==> config.mk <==
export PLATFORM = sky130hd
export DESIGN_NAME = collision_run_knot_detector_unit
export DESIGN_NICKNAME = d
export VERILOG_FILES = /design/src/sv/crkd_pkg.sv /design/src/sv/collision_run_knot_detector_unit.sv /design/src/sv/crkd_regs.sv /design/src/sv/crkd_front.sv /design/src/sv/crkd_queue.sv /design/src/sv/crkd_back.sv
export SDC_FILE = /design/constraint.sdc
export NUM_CORES = 1
export LEC_CHECK = 0
export BUFFER_PORTS_ARGS = -buffer_cell sky130_fd_sc_hd__buf_4
export CAP_MARGIN = 5
export CORE_AREA = 2 2 138 140
export DETAILED_ROUTE_END_ITERATION = 8
export DIE_AREA = 0 0 140 142
export PLACE_DENSITY = 0.68
export SYNTH_ARGS = -nofsm -noshare
export SYNTH_HDL_FRONTEND = slang
export SYNTH_HIERARCHICAL = 1
export SYNTH_SLANG_ARGS = --single-unit
==> constraint.sdc <==
create_clock -name i_clk -period 7.4 [get_ports i_clk]
set_clock_uncertainty 0.2 [all_clocks]
set_input_delay 0.37 -clock i_clk [delete_from_list [all_inputs] [get_ports i_clk]]
set_output_delay 0.37 -clock i_clk [all_outputs]
set_load 0.005 [all_outputs]
==> src/sv/crkd_pkg.sv <==
`default_nettype none

package crkd_pkg;

    // field and register widths, sizes and queue depth
    localparam int SEG_W            = 6;
    localparam int CFG_W            = 6;
    localparam int BITMAP_BITS      = 64;
    localparam int NUM_SEGMENTS_DEF = 64;
    localparam int QUEUE_DEPTH      = 2;
    localparam int APB_ADDR_W       = 4;
    localparam int APB_DATA_W       = 32;

    // operation codes
    localparam logic OP_PAIR = 1'b0;
    localparam logic OP_EVAL = 1'b1;

    // register indexes (paddr[3:2])
    localparam logic [1:0] REG_MIN_PAIR_DIST = 2'd0;
    localparam logic [1:0] REG_MAX_PAIR_DIST = 2'd1;
    localparam logic [1:0] REG_MAX_RUN_GAP   = 2'd2;

    // register reset values
    localparam logic [CFG_W-1:0] RST_MIN_PAIR_DIST = 6'd3;
    localparam logic [CFG_W-1:0] RST_MAX_PAIR_DIST = 6'd15;
    localparam logic [CFG_W-1:0] RST_MAX_RUN_GAP   = 6'd7;

    typedef struct packed {
        logic             operation;
        logic [SEG_W-1:0] segment_a;
        logic [SEG_W-1:0] segment_b;
    } t_item;

    typedef struct packed {
        logic             knot_found;
        logic [SEG_W-1:0] knot_start;
        logic [SEG_W-1:0] knot_end;
    } t_result;

    typedef struct packed {
        logic [CFG_W-1:0] min_pair_distance;
        logic [CFG_W-1:0] max_pair_distance;
        logic [CFG_W-1:0] max_run_gap;
    } t_cfg;

    // classified item handed from front to back
    typedef struct packed {
        logic             is_eval;
        logic             keep;
        logic [SEG_W-1:0] seg_a;
        logic [SEG_W-1:0] seg_b;
    } t_cmd;

    typedef enum logic {
        ST_IDLE,
        ST_SCAN
    } t_state;

endpackage

`default_nettype wire

==> src/sv/collision_run_knot_detector_unit.sv <==
`default_nettype none

// Collision run knot detector.
// Input: an item is transferred at a rising edge with start high and busy low.
// A frame is a series of pair items (operation 0) followed by one evaluate item
// (operation 1). Pairs whose index distance lies strictly between the two APB
// limits mark both segments in a bitmap of min(NUM_SEGMENTS, 64) bits.
// Output: one result per evaluate, shown for exactly one cycle with
// o_result_valid high; pair items give no result. The receiver cannot stall.
// Result: an evaluate with the detector disarmed is answered from idle with no
// scan; otherwise the bitmap scan walks one segment a cycle, stops at the first
// knot or at the last segment, and then registers the result.
// Throughput: pair items flow at one per cycle through a two-entry queue; while
// the scan runs, the queue fills and busy rises until the back end is free.
// After a knot is found the detector disarms until reset.
// Reset (synchronous, i_rst_n low): registers go to 3 / 15 / 7, the bitmap
// clears, the detector arms and the queue empties. No clearing pass is needed.
// Registers: byte addresses 0, 4, 8 on the APB port; pready is always high.

module collision_run_knot_detector_unit #(
    parameter int NUM_SEGMENTS = crkd_pkg::NUM_SEGMENTS_DEF
) (
    input  wire logic                            i_clk,
    input  wire logic                            i_rst_n,
    input  wire logic                            start,
    output logic                                 busy,
    input  crkd_pkg::t_item                      i_item,
    output logic                                 o_result_valid,
    output crkd_pkg::t_result                    o_result,
    input  wire logic                            psel,
    input  wire logic                            penable,
    input  wire logic                            pwrite,
    input  wire logic [crkd_pkg::APB_ADDR_W-1:0] paddr,
    input  wire logic [crkd_pkg::APB_DATA_W-1:0] pwdata,
    output logic      [crkd_pkg::APB_DATA_W-1:0] prdata,
    output logic                                 pready
);
    import crkd_pkg::*;

    t_cfg cfg;
    t_cmd front_cmd;
    t_cmd queue_cmd;
    logic queue_valid;
    logic queue_full;
    logic pop;
    logic push;

    assign busy = queue_full;
    assign push = start & ~busy;

    // configuration registers
    crkd_regs u_regs (
        .i_clk   (i_clk),
        .i_rst_n (i_rst_n),
        .psel    (psel),
        .penable (penable),
        .pwrite  (pwrite),
        .paddr   (paddr),
        .pwdata  (pwdata),
        .prdata  (prdata),
        .pready  (pready),
        .o_cfg   (cfg)
    );

    // classify incoming items
    crkd_front #(
        .NUM_SEGMENTS (NUM_SEGMENTS)
    ) u_front (
        .i_item (i_item),
        .i_cfg  (cfg),
        .o_cmd  (front_cmd)
    );

    // decoupling queue
    crkd_queue u_queue (
        .i_clk   (i_clk),
        .i_rst_n (i_rst_n),
        .i_push  (push),
        .i_cmd   (front_cmd),
        .i_pop   (pop),
        .o_cmd   (queue_cmd),
        .o_valid (queue_valid),
        .o_full  (queue_full)
    );

    // bitmap and run scan
    crkd_back #(
        .NUM_SEGMENTS (NUM_SEGMENTS)
    ) u_back (
        .i_clk          (i_clk),
        .i_rst_n        (i_rst_n),
        .i_cmd          (queue_cmd),
        .i_cmd_valid    (queue_valid),
        .i_cfg          (cfg),
        .o_pop          (pop),
        .o_result_valid (o_result_valid),
        .o_result       (o_result)
    );

endmodule

`default_nettype wire

==> src/sv/crkd_regs.sv <==
`default_nettype none

module crkd_regs (
    input  wire logic                           i_clk,
    input  wire logic                           i_rst_n,
    input  wire logic                           psel,
    input  wire logic                           penable,
    input  wire logic                           pwrite,
    input  wire logic [crkd_pkg::APB_ADDR_W-1:0] paddr,
    input  wire logic [crkd_pkg::APB_DATA_W-1:0] pwdata,
    output logic      [crkd_pkg::APB_DATA_W-1:0] prdata,
    output logic                                pready,
    output crkd_pkg::t_cfg                      o_cfg
);
    import crkd_pkg::*;

    t_cfg       r_cfg;
    logic       wr_en;
    logic [1:0] reg_idx;

    assign pready  = 1'b1;
    assign reg_idx = paddr[3:2];
    assign wr_en   = psel & penable & pwrite & pready;

    // register file, written on the access phase of a transfer
    always_ff @(posedge i_clk) begin
        if (!i_rst_n) begin
            r_cfg.min_pair_distance <= RST_MIN_PAIR_DIST;
            r_cfg.max_pair_distance <= RST_MAX_PAIR_DIST;
            r_cfg.max_run_gap       <= RST_MAX_RUN_GAP;
        end else if (wr_en) begin
            unique case (reg_idx)
                REG_MIN_PAIR_DIST: r_cfg.min_pair_distance <= pwdata[CFG_W-1:0];
                REG_MAX_PAIR_DIST: r_cfg.max_pair_distance <= pwdata[CFG_W-1:0];
                REG_MAX_RUN_GAP:   r_cfg.max_run_gap       <= pwdata[CFG_W-1:0];
                default: ;
            endcase
        end
    end

    // read back
    always_comb begin
        unique case (reg_idx)
            REG_MIN_PAIR_DIST: prdata = APB_DATA_W'(r_cfg.min_pair_distance);
            REG_MAX_PAIR_DIST: prdata = APB_DATA_W'(r_cfg.max_pair_distance);
            REG_MAX_RUN_GAP:   prdata = APB_DATA_W'(r_cfg.max_run_gap);
            default:           prdata = '0;
        endcase
    end

    assign o_cfg = r_cfg;

endmodule

`default_nettype wire

==> src/sv/crkd_front.sv <==
`default_nettype none

module crkd_front #(
    parameter int NUM_SEGMENTS = crkd_pkg::NUM_SEGMENTS_DEF
) (
    input  crkd_pkg::t_item i_item,
    input  crkd_pkg::t_cfg  i_cfg,
    output crkd_pkg::t_cmd  o_cmd
);
    import crkd_pkg::*;

    localparam int MAP_BITS = (NUM_SEGMENTS < BITMAP_BITS) ? NUM_SEGMENTS : BITMAP_BITS;
    localparam logic [SEG_W:0] LIM_V = (SEG_W+1)'(MAP_BITS);

    logic [SEG_W-1:0] pair_dist;
    logic             a_ok;
    logic             b_ok;

    // index distance and range checks of a pair
    always_comb begin
        if (i_item.segment_a > i_item.segment_b) begin
            pair_dist = i_item.segment_a - i_item.segment_b;
        end else begin
            pair_dist = i_item.segment_b - i_item.segment_a;
        end
        a_ok = {1'b0, i_item.segment_a} < LIM_V;
        b_ok = {1'b0, i_item.segment_b} < LIM_V;
    end

    assign o_cmd.is_eval = (i_item.operation == OP_EVAL);
    assign o_cmd.keep    = a_ok & b_ok &
                           (pair_dist > i_cfg.min_pair_distance) &
                           (pair_dist < i_cfg.max_pair_distance);
    assign o_cmd.seg_a   = i_item.segment_a;
    assign o_cmd.seg_b   = i_item.segment_b;

endmodule

`default_nettype wire

==> src/sv/crkd_queue.sv <==
`default_nettype none

module crkd_queue (
    input  wire logic      i_clk,
    input  wire logic      i_rst_n,
    input  wire logic      i_push,
    input  crkd_pkg::t_cmd i_cmd,
    input  wire logic      i_pop,
    output crkd_pkg::t_cmd o_cmd,
    output logic           o_valid,
    output logic           o_full
);
    import crkd_pkg::*;

    localparam int PTR_W = $clog2(QUEUE_DEPTH);
    localparam int CNT_W = $clog2(QUEUE_DEPTH + 1);

    t_cmd             r_entry [QUEUE_DEPTH];
    logic [PTR_W-1:0] r_wr_ptr;
    logic [PTR_W-1:0] r_rd_ptr;
    logic [CNT_W-1:0] r_count;
    logic             do_push;
    logic             do_pop;

    assign o_valid = (r_count != '0);
    assign o_full  = (r_count == CNT_W'(QUEUE_DEPTH));
    assign do_push = i_push & ~o_full;
    assign do_pop  = i_pop & o_valid;
    assign o_cmd   = r_entry[r_rd_ptr];

    // storage
    always_ff @(posedge i_clk) begin
        if (do_push) begin
            r_entry[r_wr_ptr] <= i_cmd;
        end
    end

    // pointers and fill level
    always_ff @(posedge i_clk) begin
        if (!i_rst_n) begin
            r_wr_ptr <= '0;
            r_rd_ptr <= '0;
            r_count  <= '0;
        end else begin
            if (do_push) begin
                r_wr_ptr <= r_wr_ptr + PTR_W'(1);
            end
            if (do_pop) begin
                r_rd_ptr <= r_rd_ptr + PTR_W'(1);
            end
            if (do_push && !do_pop) begin
                r_count <= r_count + CNT_W'(1);
            end else if (do_pop && !do_push) begin
                r_count <= r_count - CNT_W'(1);
            end
        end
    end

endmodule

`default_nettype wire

==> src/sv/crkd_back.sv <==
`default_nettype none

module crkd_back #(
    parameter int NUM_SEGMENTS = crkd_pkg::NUM_SEGMENTS_DEF
) (
    input  wire logic        i_clk,
    input  wire logic        i_rst_n,
    input  crkd_pkg::t_cmd   i_cmd,
    input  wire logic        i_cmd_valid,
    input  crkd_pkg::t_cfg   i_cfg,
    output logic             o_pop,
    output logic             o_result_valid,
    output crkd_pkg::t_result o_result
);
    import crkd_pkg::*;

    localparam int MAP_BITS = (NUM_SEGMENTS < BITMAP_BITS) ? NUM_SEGMENTS : BITMAP_BITS;
    localparam int IDX_W    = $clog2(MAP_BITS);

    t_state              r_state,     n_state;
    logic [MAP_BITS-1:0] r_map,       n_map;
    logic                r_armed,     n_armed;
    logic [IDX_W-1:0]    r_idx,       n_idx;
    logic                r_in_run,    n_in_run;
    logic [IDX_W-1:0]    r_cur_s,     n_cur_s;
    logic                r_have_prev, n_have_prev;
    logic [IDX_W-1:0]    r_prev_s,    n_prev_s;
    logic [IDX_W-1:0]    r_prev_e,    n_prev_e;
    logic                r_res_valid, n_res_valid;
    t_result             r_result,    n_result;

    logic             bit_now;
    logic             run_end;
    logic             last;
    logic             hit;
    logic [IDX_W-1:0] run_s;
    logic [IDX_W-1:0] span_prev;
    logic [IDX_W-1:0] span_cur;
    logic [IDX_W-1:0] gap;

    // scan datapath: the bitmap shifts down one bit a cycle, bit 0 is segment r_idx
    always_comb begin
        bit_now   = r_map[0];
        run_end   = r_map[0] & ~r_map[1];
        last      = (r_idx == IDX_W'(MAP_BITS - 1));
        run_s     = r_in_run ? r_cur_s : r_idx;
        span_prev = r_prev_e - r_prev_s;
        span_cur  = r_idx - run_s;
        gap       = run_s - r_prev_e;
        hit       = run_end & r_have_prev &
                    (span_prev > IDX_W'(1)) & (span_cur > IDX_W'(1)) &
                    (SEG_W'(gap) < i_cfg.max_run_gap);
    end

    // state register and scan registers
    always_ff @(posedge i_clk) begin
        if (!i_rst_n) begin
            r_state     <= ST_IDLE;
            r_map       <= '0;
            r_armed     <= 1'b1;
            r_res_valid <= 1'b0;
        end else begin
            r_state     <= n_state;
            r_map       <= n_map;
            r_armed     <= n_armed;
            r_res_valid <= n_res_valid;
        end
    end

    always_ff @(posedge i_clk) begin
        r_idx       <= n_idx;
        r_in_run    <= n_in_run;
        r_cur_s     <= n_cur_s;
        r_have_prev <= n_have_prev;
        r_prev_s    <= n_prev_s;
        r_prev_e    <= n_prev_e;
        r_result    <= n_result;
    end

    // next state: mark pairs, start a scan or answer a disarmed evaluate, walk the runs
    always_comb begin
        n_state     = r_state;
        n_map       = r_map;
        n_armed     = r_armed;
        n_idx       = r_idx;
        n_in_run    = r_in_run;
        n_cur_s     = r_cur_s;
        n_have_prev = r_have_prev;
        n_prev_s    = r_prev_s;
        n_prev_e    = r_prev_e;
        n_res_valid = 1'b0;
        n_result    = r_result;
        o_pop       = 1'b0;

        unique case (r_state)
            ST_IDLE: begin
                if (i_cmd_valid) begin
                    o_pop = 1'b1;
                    if (!i_cmd.is_eval) begin
                        if (i_cmd.keep && r_armed) begin
                            n_map[i_cmd.seg_a[IDX_W-1:0]] = 1'b1;
                            n_map[i_cmd.seg_b[IDX_W-1:0]] = 1'b1;
                        end
                    end else if (r_armed) begin
                        n_state     = ST_SCAN;
                        n_idx       = '0;
                        n_in_run    = 1'b0;
                        n_have_prev = 1'b0;
                    end else begin
                        n_res_valid = 1'b1;
                        n_result    = '0;
                        n_map       = '0;
                    end
                end
            end
            ST_SCAN: begin
                n_map = r_map >> 1;
                n_idx = r_idx + IDX_W'(1);
                if (bit_now) begin
                    n_in_run = 1'b1;
                    n_cur_s  = run_s;
                end
                if (run_end) begin
                    n_in_run    = 1'b0;
                    n_have_prev = 1'b1;
                    n_prev_s    = run_s;
                    n_prev_e    = r_idx;
                end
                if (hit) begin
                    n_state             = ST_IDLE;
                    n_map               = '0;
                    n_armed             = 1'b0;
                    n_res_valid         = 1'b1;
                    n_result.knot_found = 1'b1;
                    n_result.knot_start = SEG_W'(r_prev_s);
                    n_result.knot_end   = SEG_W'(r_idx);
                end else if (last) begin
                    n_state     = ST_IDLE;
                    n_map       = '0;
                    n_res_valid = 1'b1;
                    n_result    = '0;
                end
            end
            default: n_state = ST_IDLE;
        endcase
    end

    assign o_result_valid = r_res_valid;
    assign o_result       = r_result;

endmodule

`default_nettype wire

[Word level (Yosys, flattened, before mapping)]
Memories as Yosys holds them, arrays and structs flattened. A register that Yosys moved wholly into a read port is not among the register bits.
Cells that the tools add are included.
W data, S select, Z words.
Operators by class
  $add $sub $neg: 10
  $lt $le $gt $ge: 10
  equal/unequal tests: 13
  multiplexer cells: 52
  bitwise gates (word level): 16
  reductions and logical operators: 21
Operators by type and width (count)
  $mux W64: 5
  $or A64 B64 Y64: 2
  $pmux W64 S2: 1
  $mux W13: 5
  $mux W63: 1
  $mux W6: 5
  $sub A6 B6 Y6: 5
  $pmux W13 S2: 1
  $mux W1: 24
  $pmux W6 S3: 1
  $lt A6 B7 Y1 const B: 2
  $demux W1 S6: 2
  $ge A6 B1 Y1 const B: 2
  $gt A6 B1 Y1 const B: 2
  $gt A6 B6 Y1: 2
  $lt A6 B6 Y1: 2
  $pmux W6 S2: 1
  $reduce_and A2 Y1: 6
  $reduce_and A4 Y1: 3
  $and A1 B1 Y1: 11
  $ne A3 B3 Y1 const B: 3
  $pmux W1 S2: 4
  $add A6 B1 Y6 const B: 1
  $eq A6 B6 Y1 const B: 1
  15 further kinds: 30
Word-level totals
  bits in registers: 128
  memory bits (writable): 28
  word-level logic and storage cells: 142
  memories kept: 1
Memory list
  u_queue.r_entry: depth 2, bits a word 14, rd ports 1, clocked after Yosys merged registers in 1, wr ports 1, RTL line crkd_queue.sv:18  | t_cmd r_entry [QUEUE_DEPTH];

[Logic depth before layout (Yosys ltp)]
  depth after elaboration: 10
  mapped depth: 17
  gate-level depth less buffers: 14

[Hierarchy]
The synthesis kept the hierarchy.
Modules (own cells, without submodules)
  crkd_back: times used 1, cells an instance 626, area each 5720.5 um2
  crkd_queue: times used 1, cells an instance 68, area each 1239.9 um2
  crkd_regs: times used 1, cells an instance 122, area each 1091.0 um2
  crkd_front: times used 1, cells an instance 105, area each 809.5 um2
  collision_run_knot_detector_unit: times used 1, cells an instance 1, area each 13.8 um2

[Worst setup path before layout]
Ideal clock, no wire load.
  kind: register -> register
  start: register u_back.r_in_run
  end: register u_back.r_result, in the netlist u_back/o_result[0], enable pin
  library setup time: 325 ps
  arrival time: 3590 ps
  path slack: 3285 ps
  stages on the path, launching flop included: 16
  buffers on the path: 2
  period minus slack after synthesis: 4115 ps
  cell sequence: edfxtp_1 -> buf_2 -> o21a_1 -> inv_1 -> ha_1 -> a21o_1 -> a21o_1 -> a21o_1 -> a21oi_1 -> xor3_1 -> ha_1 -> a2111oi_0 -> o21ai_0 -> o31ai_2 -> buf_4 -> mux2_2
On the way
  word-level cells in the longest chain between the ends: 7
  elaborated cells between the ends (all ways): 9
  classes of those cells: add/sub: 2; order compare: 2; eq/ne: 1; mux: 1; bitwise: 2; reduce/logical: 1
RTL lines
  from (decl): RTL line crkd_back.sv:24  | logic r_in_run, n_in_run;
  from (signal assigned): RTL line crkd_back.sv:72  | r_in_run <= n_in_run;
  $mux W6 (*): RTL line crkd_back.sv:46  | run_s = r_in_run ? r_cur_s : r_idx;
  via u_back.run_s[1]: RTL line crkd_back.sv:36  | logic [IDX_W-1:0] run_s;
  $sub A6 B6 Y6: RTL line crkd_back.sv:48  | span_cur = r_idx - run_s;
  $gt A6 B1 Y1: RTL line crkd_back.sv:51  | (span_prev > IDX_W'(1)) & (span_cur > IDX_W'(1)) &
  $and A1 B1 Y1: RTL line crkd_back.sv:51
  $and A1 B1 Y1 (*): RTL line crkd_back.sv:51
  $ne A3 B3 Y1 (no source line) (*)
  $reduce_and A4 Y1 (no source line) (*)
  to (signal assigned): RTL line crkd_back.sv:77  | r_result <= n_result;
  to (decl): RTL line crkd_back.sv:30  | t_result r_result, n_result;
The timed path passes the listed nets; every way through them passes the cells marked *.
A chain may end at the register's enable or synchronous reset.

[Worst setup path after layout]
  start: register u_back.r_in_run
  end: register u_back.r_result, in the netlist u_back/o_result[2], enable pin
Same word-level chain as after synthesis.

==> flow_summary.json <==
{
  "p_leak_nw": 3.87,
  "powerDensity_nw_per_um2": 310,
  "ys_warn_count": 6,
  "r2r_start": "u_back/r_in_run",
  "synthFlopType": "dfxtp_1",
  "rr_worst_depth": 14,
  "final_max_slew_viol_count": 0,
  "finalHoldViolations": 0,
  "port_buffers": 47,
  "max_freq_mhz": 196,
  "wl_met2_mm": 8.74,
  "worstPathMaxFanout": 65,
  "postLayoutCoreUtil_pct": 53.4,
  "dp.final_hpwl_mm": 12.4,
  "vias": 6624,
  "yosysTopAreaCellShare_pct": 22.7,
  "met1_length_mm": 8.93,
  "avgRoutedWirePerCell_um": 16.0,
  "power_frac_seq_pct": 36.0,
  "drt_iter0_markers": 622,
  "clock-sinks": 157,
  "min-delay-start": "pwdata[2]",
  "top_layer": "met4",
  "cell_internal_pwr_mw": 1.94,
  "htreeDepth": 4,
  "die_w_um": 140,
  "violations": "DRC",
  "cts_tree": "yes",
  "p_sw_share_pct": 36.2,
  "ioPinCount": 103,
  "min_delay_path_depth": 3,
  "synth_cell_types": 64,
  "met3_length_um": 842,
  "rows": 50,
  "cts_buffers": 17,
  "final_nets": 1040,
  "tightest_slew_ps": 1260,
  "period_share_pct": 68.9,
  "rsz0062_at_grt": "no",
  "hp-class": "primary input to flop",
  "async_flop_share_pct": 0,
  "synth_area_per_cell_sq_um": 9.63,
  "combinationalPowerShare_pct": 34.9,
  "cts.clk_slew.worst_paths_ps": 60,
  "die_area_sq_um": 19900,
  "die_h_um": 142,
  "synth_area_sq_um": 8870,
  "synth_edf_count": 67,
  "setup_viol": 0,
  "track_usage_pct": 19.3,
  "crit_arrival_ps": 5000,
  "max_slew_margin_pct": 15.1,
  "drt-vias-per-instance": 5.60,
  "start_util_pct": 48.1,
  "cts_buffer_depth": 2,
  "min_period_ps": 5100,
  "wl_mm": 18.9,
  "grt_start_max_net_pins": 66,
  "critPathKind": "flop to flop",
  "yosysSeqAreaShare_pct": 43.0,
  "drc": 6,
  "setup-tns-final_ps": 0,
  "crit_required_ps": 7300,
  "drv_cap": 0,
  "cts_root_buf": "clkbuf_16",
  "p_clk_share_pct": 29.1,
  "startpoint": "u_back/r_in_run",
  "end_kind": "flop",
  "synth_cells": 922,
  "ir_worst_vdd_uv": 201,
  "ant_nets": 0,
  "grt_first_pass_wirelength_mm": 30.9,
  "first_pass_iters": 9,
  "p_switching_mw": 1.11,
  "place.gp.congestion": 0.853,
  "layout_common_cells": "nand2_1, dfxtp_1, a21oi_1",
  "diodes": 0,
  "grt-ovfl-total": 0,
  "startpoint_type": "flop",
  "synth_area_leader_cell": "edfxtp_1",
  "area_growth_pct": 11.0,
  "grt_pass1_vias": 6345,
  "mostFrequentLayoutCell": "nand2_1",
  "synthTopCellsByArea": "edfxtp_1, dfxtp_1, ha_1, a22o_1, o22ai_1",
  "core-area_sq_um": 18500,
  "final_layout_size_suffix_gt1_share_pct": 12.5,
  "antenna_found_initial": 0,
  "ys_ff_latch": 157,
  "cts_setup_buffers": 0,
  "clock_latency_ps": 420,
  "outcome": "finished with violations",
  "fillers": 1648
}
-- logic make-up after synthesis --
group	share of synthesized area, %
AOI/OAI and AO/OA	19.6
xor gates and xnor gates	2.14
adders and majority gates	7.33
buffers and inverters	8.74
DFF	43.0
muxes	5.88
other	0.0846
and+or+nand+nor	13.3
-- worst max-delay path, cell delays in order, from the launching register on --
cell       delay, ps
edfxtp_1         570
o21a_1           260
inv_1            180
ha_1             270
a21o_1           170
a21o_1           190
a21o_1           180
a21oi_1          170
xor3_1           330
ha_1             290
a2111oi_0        340
o21ai_0          290
o31ai_4          230
buf_4            590
mux2_2           500
-- layer usage --
metal / track usage [%] / up-vias
met5: 0 / -
met4: 7.87 / 0
met3: 3.50 / 30
met2: 31.1 / 190
met1: 26.0 / 3123
li1: - / 3281
-- power groups by stage --
stage	Clock, mW	Combinational [mW]	Sequential [mW]
global placement	0	1.02	1.11
finish	0.886	1.06	1.10
detailed placement	0	1.03	1.12
CTS	0.904	1.05	1.10
global route	0.939	1.17	1.11
floorplan	0	0.836	1.08
-- path summary, 6_finish.rpt --
| check | end | slack, ps |
|---|---|---|
| setup / recovery | u_back/o_result[2] | 2300 |
| hold / removal | u_regs/o_cfg[14] | 20 |
| setup reg to reg | u_back/o_result[2] | 2300 |
| hold reg to reg | u_back/r_map[52] | 260 |
-- sequential cells by signal, indices dropped and copies added (netlist names), named ones only --
| signal | flops |
|---|---|
| u_back/r_idx | 6 |
| u_back/r_have_prev | 1 |
| u_back/r_state | 1 |
| u_queue/r_entry | 28 |
| u_queue/r_rd_ptr | 1 |
| u_back/r_cur_s | 6 |
| u_back/r_prev_e | 6 |
| u_back/r_armed | 1 |
| u_back/r_prev_s | 6 |
| u_regs/o_cfg | 18 |
| u_queue/r_count | 2 |
| u_back/r_map | 64 |
| u_back/o_result | 13 |
| u_back/r_in_run | 1 |
| u_queue/r_wr_ptr | 1 |
| u_back/o_result_valid | 1 |
-- repair_timing --
action	4_1_cts	5_1_grt
gates resized for setup	0	0
hold buffers	13	0
endpoints found under the hold margin	26	0
-- Yosys cell counts (13+ instances only) --
master / count
a21oi_1: 78
a22o_1: 60
and2_1: 18
buf_4: 47
clkbuf_1: 43
dfxtp_1: 90
edfxtp_1: 67
ha_1: 44
inv_1: 54
mux2_2: 17
mux2i_1: 33
nand2_1: 100
nor2_1: 25
nor2b_1: 18
nor3b_1: 13
o21ai_0: 20
o22ai_1: 67
-- layout make-up --
cell class	instances	area, sq um	area share, %
Multi-Input combinational cell	636	4390	44.6
Timing Repair Buffer	69	551	5.59
Inverter	55	206	2.10
Sequential cell	157	3810	38.7
Clock buffer	18	429	4.36
Clock inverter	14	169	1.71
Tap cell	234	293	2.97
-- per-stage QoR --
stage / worst slack [ps] / instances / total power, mW / area (sq um) / hold slack (ps)
3_5_place_dp: 2290 / 1138 / 2.15 / 9130 / 257
4_1_cts: 2270 / 1183 / 3.06 / 9850 / 1.88
5_1_grt: 1970 / 1183 / 3.22 / 9850 / 15.0
2_1_floorplan: 3280 / 947 / 1.91 / 8970 / 237
6_report: 2300 / 1183 / 3.05 / 9850 / 20.2
3_3_place_gp: 2360 / 1138 / 2.13 / 9130 / 255
(Power assumes the default switching activity.)
